<file path="config.mk">
export PLATFORM = sky130hd
export DESIGN_NAME = substring_search_engine_core
export DESIGN_NICKNAME = d
export VERILOG_FILES = /design/src/rtl/sse_pkg.sv /design/src/rtl/sse_cell.sv /design/src/rtl/sse_chain.sv /design/src/rtl/substring_search_engine_core.sv
export SDC_FILE = /design/constraint.sdc
export NUM_CORES = 1
export LEC_CHECK = 0
export BUFFER_PORTS_ARGS = -buffer_cell sky130_fd_sc_hd__buf_2
export CELL_PAD_IN_SITES_DETAIL_PLACEMENT = 0
export CELL_PAD_IN_SITES_GLOBAL_PLACEMENT = 2
export CORE_MARGIN = 4
export CORE_UTILIZATION = 49
export CTS_CLUSTER_DIAMETER = 50
export DETAILED_ROUTE_END_ITERATION = 16
export PLACE_DENSITY = 0.85
export SLEW_MARGIN = 20
export SYNTH_ARGS = -nofsm -noshare
export SYNTH_HDL_FRONTEND = slang
export SYNTH_SLANG_ARGS = --single-unit
</file>
<file path="constraint.sdc">
create_clock -name aclk -period 28.8 [get_ports aclk]
set_clock_uncertainty 0.05 [all_clocks]
set_input_delay 4.32 -clock aclk [delete_from_list [all_inputs] [get_ports aclk]]
set_output_delay 4.32 -clock aclk [all_outputs]
set_load 0.02 [all_outputs]
</file>
<file path="src/rtl/sse_pkg.sv">
// ----------------------------------------------------------------------------
// sse_pkg
// shared constants and types for the substring search engine
// ----------------------------------------------------------------------------
package sse_pkg;

    // needle capacity in bytes (one cell per byte)
    localparam int NEEDLE_MAX  = 64;
    // width of the haystack offset counter
    localparam int POS_WIDTH   = 32;
    // needle length counter, holds 0 .. NEEDLE_MAX
    localparam int LEN_WIDTH   = $clog2(NEEDLE_MAX + 1);
    // width used to compare and subtract offset and length
    localparam int CMP_WIDTH   = (POS_WIDTH > LEN_WIDTH) ? POS_WIDTH : LEN_WIDTH;

    localparam int BYTE_WIDTH  = 8;
    localparam int START_WIDTH = 32;
    // found, match_start, needle_error padded to whole bytes
    localparam int OUT_WIDTH   = ((START_WIDTH + 2 + 7) / 8) * 8;

    // beat kind carried on tuser
    localparam logic KIND_NEEDLE   = 1'b0;
    localparam logic KIND_HAYSTACK = 1'b1;

    // shift controls broadcast to every cell of the chain
    typedef struct packed {
        logic win_shift;  // haystack byte shifts into the window
        logic ndl_shift;  // needle byte shifts into the needle row
        logic act_clear;  // drop all active marks (new search)
    } sse_ctrl_t;

endpackage

</file>
<file path="src/rtl/sse_cell.sv">
// ----------------------------------------------------------------------------
// sse_cell
// one byte position: window byte, aligned needle byte and active mark
// ----------------------------------------------------------------------------
module sse_cell
    import sse_pkg::*;
(
    input  logic                  aclk,
    input  logic                  aresetn,
    input  sse_ctrl_t             ctrl,
    input  logic [BYTE_WIDTH-1:0] win_in,   // byte from the right neighbor
    input  logic [BYTE_WIDTH-1:0] ndl_in,
    input  logic                  act_in,
    output logic [BYTE_WIDTH-1:0] win_out,
    output logic [BYTE_WIDTH-1:0] ndl_out,
    output logic                  act_out,
    output logic                  hit       // window byte after shift matches
);

    logic [BYTE_WIDTH-1:0] win_reg;
    logic [BYTE_WIDTH-1:0] ndl_reg;
    logic                  act_reg;

    always_ff @(posedge aclk) begin
        if (ctrl.win_shift) begin
            win_reg <= win_in;
        end
        if (ctrl.ndl_shift) begin
            ndl_reg <= ndl_in;
        end
    end

    always_ff @(posedge aclk) begin
        if (!aresetn) begin
            act_reg <= 1'b0;
        end else if (ctrl.ndl_shift) begin
            act_reg <= act_in;
        end else if (ctrl.act_clear) begin
            act_reg <= 1'b0;
        end
    end

    // compare against the byte this cell takes on the current shift
    assign hit     = !act_reg || (win_in == ndl_reg);
    assign win_out = win_reg;
    assign ndl_out = ndl_reg;
    assign act_out = act_reg;

endmodule

</file>
<file path="src/rtl/sse_chain.sv">
// ----------------------------------------------------------------------------
// sse_chain
// row of cells, newest byte enters at the high end
// ----------------------------------------------------------------------------
module sse_chain
    import sse_pkg::*;
(
    input  logic                  aclk,
    input  logic                  aresetn,
    input  sse_ctrl_t             ctrl,
    input  logic [BYTE_WIDTH-1:0] byte_in,
    output logic                  all_hit
);

    logic [BYTE_WIDTH-1:0] win_q  [NEEDLE_MAX];
    logic [BYTE_WIDTH-1:0] ndl_q  [NEEDLE_MAX];
    logic [BYTE_WIDTH-1:0] win_in [NEEDLE_MAX];
    logic [BYTE_WIDTH-1:0] ndl_in [NEEDLE_MAX];
    logic [NEEDLE_MAX-1:0] act_q;
    logic [NEEDLE_MAX-1:0] act_in;
    logic [NEEDLE_MAX-1:0] hit;

    for (genvar j = 0; j < NEEDLE_MAX; j++) begin : g_cell
        if (j == NEEDLE_MAX - 1) begin : g_head
            assign win_in[j] = byte_in;
            assign ndl_in[j] = byte_in;
            assign act_in[j] = 1'b1;
        end else begin : g_body
            assign win_in[j] = win_q[j+1];
            assign ndl_in[j] = ndl_q[j+1];
            // a restart drops the marks of the old needle
            assign act_in[j] = act_q[j+1] && !ctrl.act_clear;
        end

        sse_cell u_cell (
            .aclk    (aclk),
            .aresetn (aresetn),
            .ctrl    (ctrl),
            .win_in  (win_in[j]),
            .ndl_in  (ndl_in[j]),
            .act_in  (act_in[j]),
            .win_out (win_q[j]),
            .ndl_out (ndl_q[j]),
            .act_out (act_q[j]),
            .hit     (hit[j])
        );
    end

    assign all_hit = &hit;

endmodule

</file>
<file path="src/rtl/substring_search_engine_core.sv">
// ----------------------------------------------------------------------------
// substring_search_engine_core
// first occurrence of a needle in a haystack byte stream
// ----------------------------------------------------------------------------
// latency: the result beat is valid the cycle after the last haystack beat
// throughput: one needle or haystack beat per cycle, set by the combinational
//   compare across the cell chain (each cell holds one window byte and one
//   aligned needle byte, all cells compare in parallel on every haystack beat);
//   input stalls only while a result beat waits for m_tready
// reset: aresetn synchronous active low, clears search state and output valid;
//   window and needle bytes are payload and only read after being written
// ----------------------------------------------------------------------------
module substring_search_engine_core
    import sse_pkg::*;
(
    input  logic                  aclk,
    input  logic                  aresetn,
    // input beats
    input  logic                  s_tvalid,
    output logic                  s_tready,
    input  logic [BYTE_WIDTH-1:0] s_tdata,   // [7:0] data_byte
    input  logic                  s_tuser,   // [0] kind
    input  logic                  s_tlast,   // last byte of needle or haystack
    // result beats
    output logic                  m_tvalid,
    input  logic                  m_tready,
    output logic [OUT_WIDTH-1:0]  m_tdata    // [0] found, [32:1] match_start,
                                             // [33] needle_error, rest zero
);

    // search state
    logic [LEN_WIDTH-1:0]   len_reg,      len_next;
    logic                   ovf_reg,      ovf_next;
    logic                   done_reg,     done_next;
    logic [POS_WIDTH-1:0]   hay_pos_reg,  hay_pos_next;
    logic                   found_reg,    found_next;
    logic [POS_WIDTH-1:0]   pos_reg,      pos_next;

    // output register
    logic                   out_valid_reg,  out_valid_next;
    logic                   out_found_reg,  out_found_next;
    logic [START_WIDTH-1:0] out_start_reg,  out_start_next;
    logic                   out_err_reg,    out_err_next;

    logic                   s_fire;
    logic                   is_hay;
    logic                   restart;
    logic [LEN_WIDTH-1:0]   len_eff;
    logic                   ovf_eff;
    logic [POS_WIDTH-1:0]   hay_pos_inc;
    logic [CMP_WIDTH-1:0]   pos_ext;
    logic [CMP_WIDTH-1:0]   len_ext;
    logic                   match_now;
    logic                   found_now;
    logic [POS_WIDTH-1:0]   pos_now;
    logic                   all_hit;
    sse_ctrl_t              ctrl;

    // output stage frees up when the waiting result is taken
    assign s_tready = !out_valid_reg || m_tready;
    assign s_fire   = s_tvalid && s_tready;
    assign is_hay   = (s_tuser == KIND_HAYSTACK);

    // a needle beat after a closed needle starts a fresh search
    assign restart  = !is_hay && done_reg;
    assign len_eff  = restart ? '0 : len_reg;
    assign ovf_eff  = restart ? 1'b0 : ovf_reg;

    // saturating haystack byte count, including this beat
    assign hay_pos_inc = (hay_pos_reg == '1) ? hay_pos_reg
                                             : hay_pos_reg + POS_WIDTH'(1);
    assign pos_ext     = CMP_WIDTH'(hay_pos_inc);
    assign len_ext     = CMP_WIDTH'(len_reg);

    // full match on the window as it stands after this byte shifts in
    assign match_now = !found_reg && !ovf_reg && (len_reg != '0) &&
                       (pos_ext >= len_ext) && all_hit;
    assign found_now = found_reg || match_now;
    assign pos_now   = match_now ? POS_WIDTH'(pos_ext - len_ext) : pos_reg;

    // shift controls for the cell chain
    always_comb begin
        ctrl           = '0;
        if (s_fire) begin
            if (is_hay) begin
                ctrl.win_shift = 1'b1;
                // end of search drops the needle marks
                ctrl.act_clear = s_tlast;
            end else begin
                ctrl.ndl_shift = (len_eff < LEN_WIDTH'(NEEDLE_MAX));
                ctrl.act_clear = restart;
            end
        end
    end

    sse_chain u_chain (
        .aclk    (aclk),
        .aresetn (aresetn),
        .ctrl    (ctrl),
        .byte_in (s_tdata),
        .all_hit (all_hit)
    );

    // next state of the search
    always_comb begin
        len_next     = len_reg;
        ovf_next     = ovf_reg;
        done_next    = done_reg;
        hay_pos_next = hay_pos_reg;
        found_next   = found_reg;
        pos_next     = pos_reg;
        if (s_fire) begin
            if (!is_hay) begin
                // needle beat: store while room is left, else flag overflow
                if (len_eff < LEN_WIDTH'(NEEDLE_MAX)) begin
                    len_next = len_eff + LEN_WIDTH'(1);
                    ovf_next = ovf_eff;
                end else begin
                    len_next = len_eff;
                    ovf_next = 1'b1;
                end
                if (restart) begin
                    done_next    = 1'b0;
                    hay_pos_next = '0;
                    found_next   = 1'b0;
                    pos_next     = '0;
                end
                if (s_tlast) begin
                    done_next = 1'b1;
                end
            end else if (s_tlast) begin
                // last haystack beat: result goes out, search state clears
                len_next     = '0;
                ovf_next     = 1'b0;
                done_next    = 1'b0;
                hay_pos_next = '0;
                found_next   = 1'b0;
                pos_next     = '0;
            end else begin
                done_next    = 1'b1;
                hay_pos_next = hay_pos_inc;
                found_next   = found_now;
                pos_next     = pos_now;
            end
        end
    end

    // output register
    always_comb begin
        out_valid_next = out_valid_reg;
        out_found_next = out_found_reg;
        out_start_next = out_start_reg;
        out_err_next   = out_err_reg;
        if (m_tready) begin
            out_valid_next = 1'b0;
        end
        if (s_fire && is_hay && s_tlast) begin
            out_valid_next = 1'b1;
            out_found_next = found_now;
            out_start_next = found_now ? START_WIDTH'(pos_now) : '0;
            out_err_next   = ovf_reg;
        end
    end

    always_ff @(posedge aclk) begin
        if (!aresetn) begin
            len_reg       <= '0;
            ovf_reg       <= 1'b0;
            done_reg      <= 1'b0;
            hay_pos_reg   <= '0;
            found_reg     <= 1'b0;
            pos_reg       <= '0;
            out_valid_reg <= 1'b0;
        end else begin
            len_reg       <= len_next;
            ovf_reg       <= ovf_next;
            done_reg      <= done_next;
            hay_pos_reg   <= hay_pos_next;
            found_reg     <= found_next;
            pos_reg       <= pos_next;
            out_valid_reg <= out_valid_next;
        end
    end

    // result payload, no reset needed
    always_ff @(posedge aclk) begin
        out_found_reg <= out_found_next;
        out_start_reg <= out_start_next;
        out_err_reg   <= out_err_next;
    end

    assign m_tvalid = out_valid_reg;
    assign m_tdata  = {(OUT_WIDTH - START_WIDTH - 2)'(0), out_err_reg, out_start_reg,
                       out_found_reg};

endmodule

</file>
==> results.py, run 1 <==
metrics = {
    "layout": {
        "final_nets": 2889,
        "syn2layout_area_growth_pct": 12.22,
        "antenna_cells": 0,
        "fin_area_um2": 50390,
        "largest_register_ffs": 512,
        "final_cell_mix": "edfxtp_1 (1050), xnor2_1 (542), nand2_1 (208)",
        "fillers": 6860,
        "mostFrequentLayoutCell": "edfxtp_1",
        "drive_gt1_share_pct": 10.01,
    },
    "clocking": {
        "cts-root-buf": "clkbuf_16",
        "post_cts_resize_count": 0,
        "cts_tree": "built",
        "cts_made_buffers": 119,
        "clkTransAtPathRegs_ps": 60,
        "cts_max_path_buffers": 3,
        "hold_buffers": 0,
        "insertion_delay_ps": 690,
        "cts_setup_buffers": 0,
        "clkSinkCount": 1189,
        "htreeDepth": 3,
    },
    "critical_path": {
        "critPathBufInv": 2,
        "start_kind": "input pin",
        "end_kind": "primary output",
        "ff2ff_path_depth": 17,
        "r2r_start": "hay_pos_reg[0]",
        "r2r_slack_ps": 23130,
        "crit_chain": "buf_2 > nand2b_1 > buf_2",
        "cpLargestDelayFamily": "buffers and inverters",
        "worstPathArrival_ps": 4750,
        "worstPathRequired_ps": 24430,
        "r2r_end": "found_reg",
        "worst_path_max_delay_cell": "buf_2",
        "slowest_delay_ps": 180,
        "critPathMaxFanout": 4,
        "path_class": "in2out",
        "cpMostUsedCell": "buf_2",
    },
    "floorplan": {
        "initial_core_util_pct": 49.66,
        "io_pins": 56,
        "core_area_um2": 90420,
        "die_w_um": 310.7,
        "dieHeight_um": 310.7,
        "fp-row-count": 110,
        "die_area_um2": 96550,
    },
    "drt": {
        "viasPerCell": 5.430,
        "vias": 22489,
        "drc": 0,
        "routedWlPerCell_um": 20.43,
        "drt_iter0_drc": 1981,
        "final_antenna_net_count": 0,
        "routed_wl_um": 84610,
        "firstDrtPassIters": 6,
    },
    "synth": {
        "synth_area_um2": 44910,
        "ys_seq_area_share_pct": 76.41,
        "synth_async_sr_flop_share_pct": 0,
        "yosysWarnings": 0,
        "synthCells": 2736,
        "avgSynthCellArea_um2": 16.41,
        "ys_ff_latch": 1189,
        "synth-edff-count": 1050,
        "synth.top_cell.area_share_pct": 70.21,
        "synth_area_leaders": "edfxtp_1 (70%), xnor2_1 (11%), dfxtp_1 (6.2%)",
        "synth_ff_type": "edfxtp_1",
        "netlist-cell-type-count": 68,
        "synth_top_cell_by_area": "edfxtp_1",
    },
    "power": {
        "power_leakage_nw": 15.85,
        "p_total_mw": 3.614,
        "power_density_nw_per_um2": 71.71,
        "vdd_drop_max_v": 0.00004617,
    },
    "grt": {
        "grt_antenna_before_repair": 1,
        "grt_pass1_vias": 22730,
        "grt_pass1_wl_um": 130800,
        "grt.overflow.total": 0,
        "grt_max_degree": 199,
        "grt_usage_pct": 17.18,
    },
    "placement": {
        "post-dp-hpwl_um": 54180,
        "place_area_um2": 46540,
        "dp_slack_ps": 19670,
        "io_buffers": 49,
        "place_congestion": 0.8233,
    },
    "timing": {
        "fin_setup_tns_ps": 0,
        "maxSlewHeadroom_pct": 24.61,
        "fin_crit_sh_pct": 31.68,
        "hold_viol": 0,
        "post-route-worst-setup-slack_ps": 19680,
        "rsz0062_at_grt": "false",
        "slew_violations": 0,
        "worst_pin_slew_ps": 1131,
        "period_needed_ps": 9124,
        "fmax_mhz": 109.6,
        "setup_viol": 0,
    },
    "run_status": {
        "outcome": "finished clean",
    },
    "worst_hold_path": {
        "holdCritPathClass": "reg2reg",
        "hold_depth": 1,
        "hold_path_end": "pos_reg[0]",
        "worstHoldStart": "pos_reg[0]",
    },
    "job": {
        "cap_violations": 0,
    },
}
## stage by stage
step,util [%],hold WS [ps],instances
2_1_floorplan,-,381.8,2741
6_report,55.73,411.4,4142
3_3_place_gp,51.42,394.2,3916
5_1_grt,55.73,418.7,4142
4_1_cts,55.72,414.9,4142
3_5_place_dp,51.47,401.1,3918
## cell usage after synthesis (all sizes together), types with 4 or more instances
master and instances:
xor2 28, dfxtp 139, edfxtp 1050, inv 20
or3 6, nand3 28, nand4 176, o2bb2ai 33
nor2b 17, a22oi 8, nand2b 5, or4 4
nor2 46, a21oi 82, a21boi 12, nand2 209
buf 25, nor3b 4, and2 25, clkbuf 41
xnor2 543, and4 7, o21ai 135, or2 5
o21a 5, and3 5, ha 11, nor3 21
nor4 13
## cells by family after synthesis
family,after synthesis,share of synthesized area [%]
fa+ha+maj,12,0.3511
xor+xnor,571,11.18
compound gates,301,4.450
mux,1,0.02229
simple gates,574,6.643
other cells,1,0.008351
flops,1189,76.41
buf+inv,87,0.9362
## report_power, final
group / leakage, nW / total (mW) / internal, mW / switching, mW
combinational: 3.02 / 0.126 / 0.0461 / 0.0798
clock: 1.87 / 1.50 / 0.859 / 0.641
sequential: 11.0 / 1.99 / 1.95 / 0.0427
## layout make-up
class                      count  area, um^2  area share, %
inverter                      21       93.84         0.1862
tap                         1176        1471          2.920
clock inverter                59       593.1          1.177
sequential                  1189       34310          68.09
multi-input combinational   1465       10220          20.29
timing repair buffer          67       445.4         0.8839
clock buffer                 165        3252          6.453
## how the worst max path moves through the flow
stage,cells past startpoint,to,slack (ps),from
after floorplan,5,u_chain.g_cell[0].u_cell.ndl_out[0],8720,m_tready
after global placement,3,s_tready,19660,m_tready
after detailed placement,3,s_tready,19670,m_tready
after CTS,3,s_tready,19670,m_tready
after global routing,3,s_tready,19640,m_tready
final,3,s_tready,19680,m_tready
## routing by layer
layer / part of all wire, % / track usage, % / up-vias
met2: 49 / 28.80 / 597
met1: 43 / 23.55 / 11306
met5: 0 / 0 / -
met3: 5.8 / 2.924 / 124
met4: 1.7 / 4.464 / 0
li1: - / - / 10462
Note: power is estimated with default switching activity, not from simulation.
==> run 2, diff against run 1 <==
- CORE_UTILIZATION: 49 -> 43
- PLACE_DENSITY: 0.85 -> 0.79
- clock period: 28.8 -> 7.9 ns (I/O delays scaled with it)
==> run 2 against run 1 <==
  * Sequential power rose to 3.6 times the previous value
  * Core utilization down 6.4 points
  * Cell count is 5.4% higher
  * Die area grew 14%
  * Combinational power grew to 3.7 times the previous value
  * Non-clock buffer count is 7 higher
  * First-iteration DRC count fell by 15%
  * Critical path depth increased by 13
  * Register-to-register slack lost 21000 ps
  * Count of clock-buffer cells in the layout is 1 lower
  * Clock power increased to 4.0 times the previous value
==> results.py, run 2 (synthesis gave the netlist of run 1 again) <==
metrics = {
    "run_status": {
        "outcome": "finished clean",
    },
    "layout": {
        "mostFrequentLayoutCell": "edfxtp_1",
        "syn2layout_area_growth_pct": 13.83,
        "largest_register_ffs": 512,
        "antenna_cells": 0,
        "final_nets": 2907,
        "final_cell_mix": "edfxtp_1 (1050), xnor2_1 (542), nand2_1 (207)",
        "drive_gt1_share_pct": 10.85,
        "fin_area_um2": 51120,
    },
    "clocking": {
        "cts-root-buf": "clkbuf_16",
        "clkSinkCount": 1189,
        "clkTransAtPathRegs_ps": 60,
        "insertion_delay_ps": 730,
        "cts_max_path_buffers": 3,
        "cts_setup_buffers": 0,
        "htreeDepth": 4,
        "post_cts_resize_count": 0,
        "cts_tree": "built",
        "hold_buffers": 0,
        "cts_made_buffers": 130,
    },
    "grt": {
        "grt.overflow.total": 0,
        "grt_pass1_vias": 22766,
        "grt_pass1_wl_um": 131900,
        "grt_antenna_before_repair": 0,
        "grt_usage_pct": 15.60,
        "grt_max_degree": 178,
    },
    "critical_path": {
        "worstPathArrival_ps": 6050,
        "start_kind": "flop",
        "worstPathRequired_ps": 8400,
        "critPathMaxFanout": 33,
        "path_class": "reg2reg",
        "end_kind": "flop",
    },
    "timing": {
        "rsz0062_at_grt": "false",
        "whs_ps": 390.0,
        "maxSlewHeadroom_pct": 21.34,
        "fin_crit_sh_pct": 70.20,
        "worst_pin_slew_ps": 1168,
        "period_needed_ps": 5546,
        "setup_viol": 0,
        "slew_violations": 0,
        "hold_viol": 0,
        "fmax_mhz": 180.3,
    },
    "floorplan": {
        "fp-row-count": 118,
        "core_area_um2": 103600,
        "die_w_um": 331.2,
        "dieHeight_um": 331.2,
        "io_pins": 56,
        "die_area_um2": 109700,
        "initial_core_util_pct": 43.33,
    },
    "power": {
        "power_leakage_nw": 16.08,
        "power_density_nw_per_um2": 266.9,
        "vdd_drop_max_v": 0.0001688,
    },
    "drt": {
        "final_antenna_net_count": 0,
        "routed_wl_um": 86070,
        "routedWlPerCell_um": 19.71,
        "drt_iter0_drc": 1693,
        "viasPerCell": 5.137,
        "firstDrtPassIters": 5,
        "drc": 0,
        "vias": 22435,
    },
    "worst_hold_path": {
        "holdCritPathClass": "reg2reg",
    },
    "placement": {
        "place_congestion": 0.8150,
        "place_area_um2": 46850,
        "post-dp-hpwl_um": 55610,
        "io_buffers": 49,
    },
    "job": {
        "cap_violations": 0,
    },
}
run 2: cell type report:
type | instances | area [um^2]
Timing Repair Buffer | 74 | 483.0
Clock inverter | 74 | 785.8
Inverter | 21 | 90.09
Tap cell | 1380 | 1727
Sequential cell | 1189 | 34310
Fill cell | 8639 | 52530
Clock buffer | 164 | 3485
Multi-Input combinational cell | 1465 | 10230
run 2: routing by layer:
metal  up-vias  track usage (%)  share of wire (%)
met2       500            24.88                 47
met4         0            4.294                1.9
met3       128            3.127                5.0
li1      10511                -                  -
met1     11296            21.98                 46
met5         -                0                  0
run 2: stage by stage:
stage / power, mW / setup slack [ps] / TNS (ps) / util [%] / std cells
after floorplan: 7.716 / -1735 / -968340 / - / 2741
after global placement: 7.837 / 2491 / 0 / 45.20 / 4129
after detailed placement: 7.847 / 2395 / 0 / 45.20 / 4129
after CTS: 13.81 / 2371 / 0 / 49.32 / 4367
after global routing: 14.12 / 1823 / 0 / 49.32 / 4367
final: 13.64 / 2354 / 0 / 49.32 / 4367
run 2: worst paths after layout:
| check | startpoint | end | slack, ps | cells after the start |
|---|---|---|---|---|
| max | hay_pos_reg[2] | pos_reg[1] | 2350 | 16 |
| min | u_chain.g_cell[9].u_cell.win_out[6] | u_chain.g_cell[8].u_cell.win_out[6] | 390 | 0 |
| max reg2reg | hay_pos_reg[2] | pos_reg[1] | 2350 | 16 |
| min reg2reg | u_chain.g_cell[9].u_cell.win_out[6] | u_chain.g_cell[8].u_cell.win_out[6] | 390 | 0 |
run 2: report_power, final:
part           switching [mW]  internal (mW)
clock                    2.48           3.45
sequential              0.152           7.09
combinational           0.295          0.168
total                    2.93           10.7
run 2: worst max-delay path, cell delays in order, from the launching register on:
cell and delay (ps):
dfxtp_1 450, nand4_1 310, nor4_1 530, nand3_1 330, nand2_1 250, xnor2_1 150
ha_1 290, nor2b_1 150, o21a_1 160, nor2_1 170, o21bai_1 90, a21o_1 210
a2111o_1 550, or2_1 340, o41a_1 400, nand3_2 760, o2bb2ai_1 170
==> run 3, diff against run 2 <==
- CORE_UTILIZATION: 43 -> 47
- PLACE_DENSITY: 0.79 -> 0.82
- clock period: 7.9 -> 5.8 ns (I/O delays scaled with it)
==> run 3 against run 2 <==
  * Register-to-register slack worse by 1900 ps
  * Cell count is 2.6% lower
  * Largest power group unchanged
  * Count of clock-buffer cells in the layout is 4 higher
  * First-iteration DRC count is 17% higher
  * Combinational power is 37% higher
  * Core utilization is 4.4 points higher
  * Wire length is 0.99% lower
  * Cell area is 0.39% lower
  * Non-clock buffer count is 4 higher
  * Largest cell class unchanged
==> results.py, run 3 (synthesis gave the netlist of run 1 again) <==
metrics = {
    "run_status": {
        "outcome": "finished clean",
    },
    "timing": {
        "worst_pin_slew_ps": 1086,
        "whs_ps": 325.0,
        "hold_viol": 0,
        "maxSlewHeadroom_pct": 27.59,
        "setup_viol": 0,
        "rsz0062_at_grt": "false",
        "period_needed_ps": 5390,
        "fmax_mhz": 185.5,
        "slew_violations": 0,
        "fin_crit_sh_pct": 92.93,
    },
    "drt": {
        "firstDrtPassIters": 5,
        "routed_wl_um": 85220,
        "drc": 0,
        "viasPerCell": 5.277,
        "routedWlPerCell_um": 20.03,
        "vias": 22453,
        "final_antenna_net_count": 0,
        "drt_iter0_drc": 1976,
    },
    "critical_path": {
        "worstPathRequired_ps": 6380,
        "end_kind": "flop",
        "critPathMaxFanout": 22,
        "start_kind": "flop",
        "path_class": "reg2reg",
        "r2r_slack_ps": 410,
        "worstPathArrival_ps": 5970,
    },
    "clocking": {
        "clkTransAtPathRegs_ps": 60,
        "cts_made_buffers": 130,
        "cts_setup_buffers": 0,
        "hold_buffers": 0,
        "cts_max_path_buffers": 3,
        "htreeDepth": 4,
        "cts_tree": "built",
        "cts-root-buf": "clkbuf_16",
        "post_cts_resize_count": 0,
        "insertion_delay_ps": 720,
        "clkSinkCount": 1189,
    },
    "layout": {
        "drive_gt1_share_pct": 10.87,
        "antenna_cells": 0,
        "final_cells": 4255,
        "final_nets": 2911,
        "syn2layout_area_growth_pct": 13.39,
        "mostFrequentLayoutCell": "edfxtp_1",
        "final_cell_mix": "edfxtp_1 (1050), xnor2_1 (542), nand2_1 (207)",
        "largest_register_ffs": 512,
        "fin_util_pct": 53.67,
    },
    "job": {
        "cap_violations": 0,
    },
    "placement": {
        "dpl.cell_count": 4018,
        "io_buffers": 49,
        "post-dp-hpwl_um": 55180,
        "place_congestion": 0.8380,
    },
    "floorplan": {
        "fp-row-count": 113,
        "io_pins": 56,
        "dieHeight_um": 317.1,
        "die_area_um2": 100600,
        "core_area_um2": 94870,
        "die_w_um": 317.1,
        "initial_core_util_pct": 47.33,
    },
    "power": {
        "power_density_nw_per_um2": 362.1,
        "power_leakage_nw": 16.06,
        "vdd_drop_max_v": 0.0002924,
    },
    "grt": {
        "grt_max_degree": 155,
        "grt_antenna_before_repair": 0,
        "grt_pass1_vias": 22972,
        "grt_pass1_wl_um": 130600,
        "grt_usage_pct": 16.94,
        "grt.overflow.total": 0,
    },
    "worst_hold_path": {
        "holdCritPathClass": "in2reg",
    },
}
## run 3: changes by cell type in the layout (fill, tap and decap cells not counted), moves of 2 or more
| cell | previous run | this run |
|---|---|---|
| buf_4 | 21 | 23 |
| inv_6 | 6 | 8 |
| buf_12 | 4 | 6 |
| clkinv_1 | 20 | 18 |
| clkbuf_1 | 27 | 31 |
| clkinv_16 | 3 | 0 |
| inv_16 | 4 | 2 |
## run 3: per-stage QoR
stage | worst slack, ps | power, mW | instance area [um^2] | TNS [ps]
after CTS | 443.4 | 18.66 | 50920 | 0
after global routing | 11.28 | 19.11 | 50920 | 0
after global placement | 587.2 | 10.67 | 46760 | 0
after floorplan | -3520 | 10.51 | 44950 | -1975080
after detailed placement | 507.0 | 10.69 | 46760 | 0
final | 410.0 | 18.44 | 50920 | 0
## run 3: final cells by class
| cell class | count | area (um^2) |
|---|---|---|
| Inverter | 21 | 90.09 |
| Tap cell | 1265 | 1583 |
| Sequential cell | 1189 | 34310 |
| Multi-Input combinational cell | 1465 | 10230 |
| Clock inverter | 69 | 659.4 |
| Clock buffer | 168 | 3500 |
| Fill cell | 7466 | 43950 |
| Timing Repair Buffer | 78 | 538.0 |
## run 3: worst max-delay path: stages (launching register included)
cell and delay [ps]:
dfxtp_1 430, nand4_1 310, nor4_1 560, nand3_1 330, nand2_1 240, xnor2_1 160
ha_1 310, nor2b_1 160, o21a_1 170, nor2_1 160, o21bai_1 90, a21o_1 220
a2111o_1 560, or2_1 340, o41a_1 400, o21ai_4 440, buf_12 260, o2bb2ai_2 120
## run 3: metal layers
| metal | global-route usage [%] | vias up | share of wire (%) |
|---|---|---|---|
| li1 | - | 10546 | - |
| met1 | 23.14 | 11220 | 44 |
| met5 | 0 | - | 0 |
| met4 | 5.975 | 0 | 2.6 |
| met3 | 3.923 | 157 | 5.7 |
| met2 | 26.93 | 530 | 47 |
## run 3: report_power, final
group / switching (mW) / internal, mW / leakage (nW)
Sequential: 0.208 / 9.66 / 11.0
Combinational: 0.400 / 0.233 / 3.08
Clock: 3.31 / 4.63 / 2.03
Total: 3.91 / 14.5 / 16.1
## run 3: final timing paths
kind,from,endpoint,depth (start not counted)
max,hay_pos_reg[11],pos_reg[15],17
max reg2reg,hay_pos_reg[11],pos_reg[15],17
min,s_tdata[0],u_chain.g_cell[63].u_cell.ndl_out[0],1
min reg2reg,u_chain.g_cell[16].u_cell.ndl_out[0],u_chain.g_cell[15].u_cell.ndl_out[0],0
